File: src/rtl/ovw_pkg.sv
// shared types, codes and defaults for the outline vertex welder
package ovw_pkg;

    // parameter defaults
    localparam int MAX_VERTICES_DEF = 256;
    localparam int COORD_BITS_DEF   = 16;

    // fixed field widths
    localparam int IDX_OUT_W = 8;
    localparam int FIELD_W   = 16;
    localparam int RADIUS_W  = 8;
    localparam int KIND_W    = 3;

    // request codes
    localparam logic [KIND_W-1:0] REQ_CLEAR = 3'd0;
    localparam logic [KIND_W-1:0] REQ_MOVE  = 3'd1;
    localparam logic [KIND_W-1:0] REQ_LINE  = 3'd2;
    localparam logic [KIND_W-1:0] REQ_CONIC = 3'd3;

    // event codes
    typedef enum logic [KIND_W-1:0] {
        EV_ADDED       = 3'd0,
        EV_LINE        = 3'd1,
        EV_CURVE       = 3'd2,
        EV_CONTOUR     = 3'd3,
        EV_CLEARED     = 3'd4,
        EV_UNSUPPORTED = 3'd5,
        EV_FULL        = 3'd6
    } ev_t;

    // controller states
    typedef enum logic [3:0] {
        S_IDLE,
        S_DISPATCH,
        S_SCAN_C,
        S_ADD_C,
        S_SCAN_E,
        S_ADD_E,
        S_FINISH,
        S_FULL
    } state_t;

    // controller to datapath commands
    typedef struct packed {
        logic accept;
        logic clear;
        logic scan_start;
        logic scan_run;
        logic pt_ctrl;
        logic add;
        logic lat_c;
        logic lat_e;
        logic lat_cnt;
        logic set_prev;
        logic inc_contour;
        logic emit;
        ev_t  ev;
        logic last;
    } cmd_t;

    // datapath to controller status
    typedef struct packed {
        logic [KIND_W-1:0] kind;
        logic              hit;
        logic              exhausted;
        logic              full;
        logic              out_free;
    } status_t;

endpackage

File: src/rtl/ovw_ctrl.sv
// controller state machine for the outline vertex welder
module ovw_ctrl
    import ovw_pkg::*;
(
    input  logic    clk,
    input  logic    rst_n,
    input  logic    s_tvalid,
    output logic    s_tready,
    input  status_t status,
    output cmd_t    cmd
);

    state_t state_reg;
    state_t state_next;

    // state register
    always_ff @(posedge clk or negedge rst_n)
    begin
        if (!rst_n)
        begin
            state_reg <= S_IDLE;
        end
        else
        begin
            state_reg <= state_next;
        end
    end

    // next state
    always_comb
    begin
        state_next = state_reg;
        case (state_reg)
            S_IDLE:
            begin
                if (s_tvalid)
                begin
                    state_next = S_DISPATCH;
                end
            end
            S_DISPATCH:
            begin
                case (status.kind)
                    REQ_CLEAR:
                    begin
                        if (status.out_free)
                        begin
                            state_next = S_IDLE;
                        end
                    end
                    REQ_MOVE, REQ_LINE:
                    begin
                        state_next = S_SCAN_E;
                    end
                    REQ_CONIC:
                    begin
                        state_next = S_SCAN_C;
                    end
                    default:
                    begin
                        if (status.out_free)
                        begin
                            state_next = S_IDLE;
                        end
                    end
                endcase
            end
            S_SCAN_C:
            begin
                if (status.hit)
                begin
                    state_next = S_SCAN_E;
                end
                else if (status.exhausted)
                begin
                    state_next = status.full ? S_FULL : S_ADD_C;
                end
            end
            S_ADD_C:
            begin
                if (status.out_free)
                begin
                    state_next = S_SCAN_E;
                end
            end
            S_SCAN_E:
            begin
                if (status.hit)
                begin
                    state_next = S_FINISH;
                end
                else if (status.exhausted)
                begin
                    state_next = status.full ? S_FULL : S_ADD_E;
                end
            end
            S_ADD_E:
            begin
                if (status.out_free)
                begin
                    state_next = S_FINISH;
                end
            end
            S_FINISH, S_FULL:
            begin
                if (status.out_free)
                begin
                    state_next = S_IDLE;
                end
            end
            default:
            begin
                state_next = S_IDLE;
            end
        endcase
    end

    // command outputs
    always_comb
    begin
        cmd      = '0;
        cmd.ev   = EV_ADDED;
        s_tready = 1'b0;
        case (state_reg)
            S_IDLE:
            begin
                s_tready   = 1'b1;
                cmd.accept = s_tvalid;
            end
            S_DISPATCH:
            begin
                case (status.kind)
                    REQ_CLEAR:
                    begin
                        cmd.clear = status.out_free;
                        cmd.emit  = status.out_free;
                        cmd.ev    = EV_CLEARED;
                        cmd.last  = 1'b1;
                    end
                    REQ_MOVE, REQ_LINE:
                    begin
                        cmd.scan_start = 1'b1;
                    end
                    REQ_CONIC:
                    begin
                        cmd.scan_start = 1'b1;
                        cmd.pt_ctrl    = 1'b1;
                    end
                    default:
                    begin
                        cmd.emit = status.out_free;
                        cmd.ev   = EV_UNSUPPORTED;
                        cmd.last = 1'b1;
                    end
                endcase
            end
            S_SCAN_C:
            begin
                cmd.pt_ctrl    = 1'b1;
                cmd.scan_run   = 1'b1;
                cmd.lat_c      = status.hit;
                cmd.scan_start = status.hit;
            end
            S_ADD_C:
            begin
                cmd.pt_ctrl    = 1'b1;
                cmd.add        = status.out_free;
                cmd.lat_c      = status.out_free;
                cmd.lat_cnt    = 1'b1;
                cmd.emit       = status.out_free;
                cmd.ev         = EV_ADDED;
                cmd.scan_start = status.out_free;
            end
            S_SCAN_E:
            begin
                cmd.scan_run = 1'b1;
                cmd.lat_e    = status.hit;
            end
            S_ADD_E:
            begin
                cmd.add     = status.out_free;
                cmd.lat_e   = status.out_free;
                cmd.lat_cnt = 1'b1;
                cmd.emit    = status.out_free;
                cmd.ev      = EV_ADDED;
            end
            S_FINISH:
            begin
                cmd.emit     = status.out_free;
                cmd.last     = 1'b1;
                cmd.set_prev = status.out_free;
                case (status.kind)
                    REQ_MOVE:
                    begin
                        cmd.ev          = EV_CONTOUR;
                        cmd.inc_contour = status.out_free;
                    end
                    REQ_LINE:
                    begin
                        cmd.ev = EV_LINE;
                    end
                    default:
                    begin
                        cmd.ev = EV_CURVE;
                    end
                endcase
            end
            S_FULL:
            begin
                cmd.emit = status.out_free;
                cmd.ev   = EV_FULL;
                cmd.last = 1'b1;
            end
            default:
            begin
                cmd = '0;
            end
        endcase
    end

endmodule

File: config.mk
export PLATFORM = sky130hd
export DESIGN_NAME = ovw_ctrl
export DESIGN_NICKNAME = d
export VERILOG_FILES = /design/src/rtl/ovw_pkg.sv /design/src/rtl/ovw_ctrl.sv
export SDC_FILE = /design/constraint.sdc
export NUM_CORES = 1
export LEC_CHECK = 0
export ABC_CLOCK_PERIOD_IN_PS = 1400
export BUFFER_PORTS_ARGS = -buffer_cell sky130_fd_sc_hd__buf_4
export CORE_MARGIN = 2
export CORE_UTILIZATION = 43
export CTS_BUF_LIST = sky130_fd_sc_hd__clkbuf_4 sky130_fd_sc_hd__clkbuf_8
export CTS_CLUSTER_DIAMETER = 100
export DETAILED_ROUTE_END_ITERATION = 10
export PLACE_DENSITY = 0.74
export SYNTH_ARGS = -nofsm -noshare
export SYNTH_HDL_FRONTEND = slang
export SYNTH_SLANG_ARGS = --single-unit
File: constraint.sdc
create_clock -name clk -period 1.4 [get_ports clk]
set_input_delay 0.28 -clock clk [delete_from_list [all_inputs] [get_ports clk]]
set_output_delay 0.28 -clock clk [all_outputs]
set_load 0.01 [all_outputs]
==> impl_metrics.env, run 1 <==
export IMPL_clockBufferDepth=2
export IMPL_place_gp_congestion=0.852
export IMPL_avgSynthCellArea_um2=6.84
export IMPL_numCtsBuffers=3
export IMPL_yosysWarnings=0
export IMPL_num_io_pins=27
export IMPL_synthXorXnorAreaFrac_pct=2.98
export IMPL_cts_root_buffer="clkbuf_4"
export IMPL_syn_inst=86
export IMPL_synth_compound_area_share_pct=26.0
export IMPL_lastStage="clock tree synthesis"
export IMPL_die_width_um=41.0
export IMPL_dp_cells=146
export IMPL_io_buffers=26
export IMPL_tool_error="[ERROR DPL-0033] detailed placement checks failed during check placement."
export IMPL_synthAdderAreaFrac_pct=0
export IMPL_hpwl_um=1680
export IMPL_ys_types=39
export IMPL_die_y_um=41.0
export IMPL_syn_num_nets=96
export IMPL_cts_setup_buffers=5
export IMPL_yosysSeqAreaShare_pct=17.0
export IMPL_postCtsHoldBufs=1
export IMPL_synth_top_family_by_area="simple AND/OR/NAND/NOR gates"
export IMPL_synth_simple_area_share_pct=42.8
export IMPL_syn_area_um2=588
export IMPL_rows=13
export IMPL_cts_max_level=1
export IMPL_status="aborted with a tool error"
export IMPL_muxShareOfSynthArea_pct=1.70
export IMPL_ys_seq_elements=4
export IMPL_cts_resized=27
export IMPL_cts_sinks=4
export IMPL_start_util_pct=45.8
-- kinds of logic after synthesis --
kind of cell           Yosys count
AO/OA/AOI/OAI                   23
XOR/XNOR                         2
buffers and inverters           11
flip-flops                       4
multiplexers                     1
other                            1
AND/OR/NAND/NOR                 44
-- Yosys cell counts, drive strengths merged --
| cell | instances | share of area (%) |
|---|---|---|
| nand3 | 1 | 0.85 |
| buf | 5 | 5.1 |
| nor4b | 2 | 3.0 |
| nand2b | 4 | 4.3 |
| nor2b | 1 | 1.1 |
| o2bb2ai | 1 | 1.5 |
| o31ai | 1 | 1.3 |
| or4 | 2 | 2.6 |
| or3 | 1 | 1.9 |
| o32a | 1 | 1.7 |
| nand2 | 3 | 1.9 |
| o21bai | 1 | 1.3 |
| nand4b | 1 | 1.5 |
| xnor2 | 2 | 3.0 |
| nand3b | 1 | 1.3 |
| and3 | 1 | 1.1 |
| nor3 | 8 | 6.8 |
| a31oi | 1 | 1.1 |
| o21a | 1 | 1.3 |
| clkbuf | 4 | 2.6 |
| nor4 | 2 | 2.1 |
| dfrtp | 4 | 17 |
| a311oi | 1 | 1.5 |
| inv | 2 | 1.3 |
| and2 | 2 | 2.1 |
| nor3b | 1 | 1.3 |
| nor4bb | 1 | 1.7 |
| a21oi | 8 | 7.4 |
| conb | 1 | 0.64 |
| a32o | 1 | 1.7 |
| a2bb2oi | 1 | 1.5 |
| mux2i | 1 | 1.7 |
| o21ai | 5 | 4.3 |
| and4b | 1 | 1.7 |
| a32oi | 1 | 1.5 |
| nor2 | 12 | 7.7 |
-- through the flow --
step	util (%)	area, µm²	hold slack, ns	worst slack, ns
2_1_floorplan	-	672	-0.0156	-0.0922
3_3_place_gp	82.0	1050	0.0781	-0.117
3_5_place_dp	82.0	1050	0.0811	-0.116
==> run 2: changes to the inputs <==
==> config.mk (replaced) <==
export PLATFORM = sky130hd
export DESIGN_NAME = ovw_ctrl
export DESIGN_NICKNAME = d
export VERILOG_FILES = /design/src/rtl/ovw_pkg.sv /design/src/rtl/ovw_ctrl.sv
export SDC_FILE = /design/constraint.sdc
export NUM_CORES = 1
export LEC_CHECK = 0
export ABC_CLOCK_PERIOD_IN_PS = 1800
export BUFFER_PORTS_ARGS = -buffer_cell sky130_fd_sc_hd__buf_4
export CORE_AREA = 2 2 63 65
export DETAILED_ROUTE_END_ITERATION = 10
export DIE_AREA = 0 0 65 67
export PLACE_DENSITY_LB_ADDON = 0.15
export SYNTH_ARGS = -nofsm -noshare
export SYNTH_HDL_FRONTEND = slang
export SYNTH_SLANG_ARGS = --single-unit
==> constraint.sdc (replaced) <==
create_clock -name clk -period 1.8 [get_ports clk]
set_input_delay 0.36 -clock clk [delete_from_list [all_inputs] [get_ports clk]]
set_output_delay 0.36 -clock clk [all_outputs]
set_load 0.01 [all_outputs]
==> run 2 against run 1 <==
  * The flow now finishes, with violations (negative setup slack)
  * Area after synthesis unchanged
  * Synthesized cell count did not move
==> impl_metrics.env, run 2 <==
export IMPL_clockBufferDepth=2
export IMPL_ys_seq_elements=4
export IMPL_avgSynthCellArea_um2=6.84
export IMPL_pre_cts_slack_ns=0.0430
export IMPL_ys_types=39
export IMPL_cp_slowest_cell="dfrtp_2"
export IMPL_numCtsBuffers=3
export IMPL_yosysSeqAreaShare_pct=17.0
export IMPL_layout_commonest_cell="buf_4"
export IMPL_yosysWarnings=0
export IMPL_drv_slew=0
export IMPL_drt_initial_drc_count=46
export IMPL_clk_pin_slew_worst_paths_ns=0.03
export IMPL_io_buffers=26
export IMPL_dp_cells=161
export IMPL_start_util_pct=16.3
export IMPL_violations="negative setup slack"
export IMPL_clock_fmax_mhz=538
export IMPL_num_vias=844
export IMPL_n_fill_cell=394
export IMPL_synth_edff_count=0
export IMPL_syn_area_um2=588
export IMPL_drt_pre_antenna_iters=4
export IMPL_fp_dieArea_mm2=0.00436
export IMPL_synthTopCellsByArea="dfrtp_1 17%, nor2_1 7.7%, nor3_1 6.8%"
export IMPL_syn_inst=86
export IMPL_ir_worst_vdd_uv=204
export IMPL_cp_end_kind="primary output"
export IMPL_placed_cell_area_um2=886
export IMPL_total_power_uw=855
export IMPL_fin_skew_ns=0.00291
export IMPL_power_density_mw_per_mm2=736
export IMPL_place_gp_congestion=0.826
export IMPL_final_period_utilization_pct=103
export IMPL_grt_usage_pct=10.6
export IMPL_worst_ep_required_time_ns=1.44
export IMPL_drive_above_1_share_pct=53.5
export IMPL_synthMostInstantiatedCell="nor2_1"
export IMPL_routedWlPerCell_um=13.8
export IMPL_status="finished, violations left"
export IMPL_diodes=0
export IMPL_ant_nets=0
export IMPL_fin_hold_ws_ns=0.446
export IMPL_wl_um=2410
export IMPL_regArea_um2=104
export IMPL_cts_tree="done"
export IMPL_crit_type="flip-flop to primary output"
export IMPL_multiInputGateArea_um2=539
export IMPL_netlist_area_leader_share_pct=17.0
export IMPL_num_io_pins=27
export IMPL_drc=0
export IMPL_coreArea_mm2=0.00361
export IMPL_postLayoutCellArea_mm2=0.00116
export IMPL_cts_sinks=4
export IMPL_yosysTopAreaCell="dfrtp_1"
export IMPL_max_stage_delay_ns=0.44
export IMPL_cts_root_buffer="clkbuf_8"
export IMPL_grt_pass1_vias=715
export IMPL_die_y_um=67
export IMPL_area_growth_pct=97.4
export IMPL_gr_total_overflow=0
export IMPL_cts_max_level=1
export IMPL_fin_cells=175
export IMPL_hpwl_um=1570
export IMPL_cp_max_fo=4
export IMPL_power_leakage_nw=0.481
export IMPL_post_route_min_period_ns=1.86
export IMPL_synth_common_cells="12 x nor2_1, 8 x nor3_1, 7 x a21oi_1"
export IMPL_vias_per_cell=4.82
export IMPL_cp_cell_sequence="or3_4 -> nor2_4 -> and4b_1 -> buf_4"
export IMPL_critPathLaunchType="flip-flop"
export IMPL_largest_reg_flops=4
export IMPL_syn_num_nets=96
export IMPL_ys_flop_type="dfrtp_1"
export IMPL_worst_slack_ns=-0.0593
export IMPL_worstPathArrival_ns=1.50
export IMPL_rows=22
export IMPL_grt_pass1_wl_um=3590
export IMPL_hold_path_class="input port to flip-flop"
export IMPL_final_cell_mix="40 x buf_4, 10 x nor2_1, 7 x nor3_1"
export IMPL_max_cap_violations=0
export IMPL_hold_viol=0
export IMPL_ys_async_sr_fraction_pct=100
export IMPL_nets=139
export IMPL_grt_max_degree=18
export IMPL_clock_latency_ns=0.22
export IMPL_grt_antenna_before_repair=0
export IMPL_die_width_um=65
export IMPL_rsz0062_at_grt="true"
export IMPL_setup_violations=4
## run 2: cell counts after synthesis
Identical to the previous run, type by type.
## run 2: worst max-delay path, delay by kind of cell (launching register included)
kind / cells / cell delay, ns
and+or+nand+nor: 3 / 0.72
DFF: 1 / 0.44
buffers and inverters: 1 / 0.12
## run 2: worst paths after layout
path | from | endpoint | slack [ns] | cells after the start
max in group asynchronous | rst_n | state_reg[0]$_DFFE_PN0P_ | 1.21 | 2
min in group asynchronous | rst_n | state_reg[2]$_DFFE_PN0P_ | 0.48 | 2
max | state_reg[1]$_DFFE_PN0P_ | cmd[14] | -0.06 | 4
max reg2reg | state_reg[0]$_DFFE_PN0P_ | state_reg[2]$_DFFE_PN0P_ | 0.05 | 6
min reg2reg | state_reg[3]$_DFFE_PN0P_ | state_reg[1]$_DFFE_PN0P_ | 0.70 | 2
min | status[0] | state_reg[0]$_DFFE_PN0P_ | 0.45 | 2
## run 2: cell families after synthesis
logic type | count (synthesis) | share of synthesized area, %
xor gates and xnor gates | 2 | 2.98
buffers and inverters | 11 | 8.93
other | 1 | 0.638
DFF | 4 | 17.0
and+or+nand+nor | 44 | 42.8
AOI/OAI and AO/OA | 23 | 26.0
muxes | 1 | 1.70
## run 2: cell type report
| type | count | area share, % |
|---|---|---|
| Clock buffer | 3 | 3.56 |
| Timing Repair Buffer | 47 | 35.2 |
| Sequential cell | 4 | 8.94 |
| Multi-Input combinational cell | 71 | 46.4 |
| Inverter | 2 | 0.647 |
| Tap cell | 48 | 5.17 |
## run 2: what timing repair did
item                       4_1_cts  5_1_grt
setup buffers                    2        7
gates resized for setup          3       24
pin swaps                        0        8
setup endpoints to repair       12       15
hold endpoints to repair         4        0
hold buffers                     1        0
gates cloned                     0        1
## run 2: through the flow
step / setup TNS (ns) / utilization (%)
after global placement: 0 / 24.6
after CTS: -0.306 / 26.7
after floorplan: 0 / -
final: -0.0789 / 32.2
after detailed placement: 0 / 24.6
after global routing: -0.528 / 32.2
## run 2: power by group
| part | leakage (nW) | switching, mW | internal, mW | total [mW] |
|---|---|---|---|---|
| Combinational | 0.412 | 0.253 | 0.283 | 0.537 |
| Sequential | 0.0474 | 0.0255 | 0.106 | 0.132 |
| Clock | 0.0216 | 0.0445 | 0.142 | 0.187 |
## run 2: layer usage
| metal | part of all wire [%] | vias to the layer above | routed length (µm) | track usage [%] |
|---|---|---|---|---|
| met5 | 0 | - | 0 | 0 |
| met4 | 1.6 | 0 | 38 | 5.59 |
| met3 | 5.4 | 4 | 130 | 1.35 |
| met2 | 47 | 31 | 1130 | 15.5 |
| met1 | 46 | 407 | 1110 | 14.9 |
| li1 | - | 402 | - | - |
Note: power is estimated with default switching activity, not from simulation.
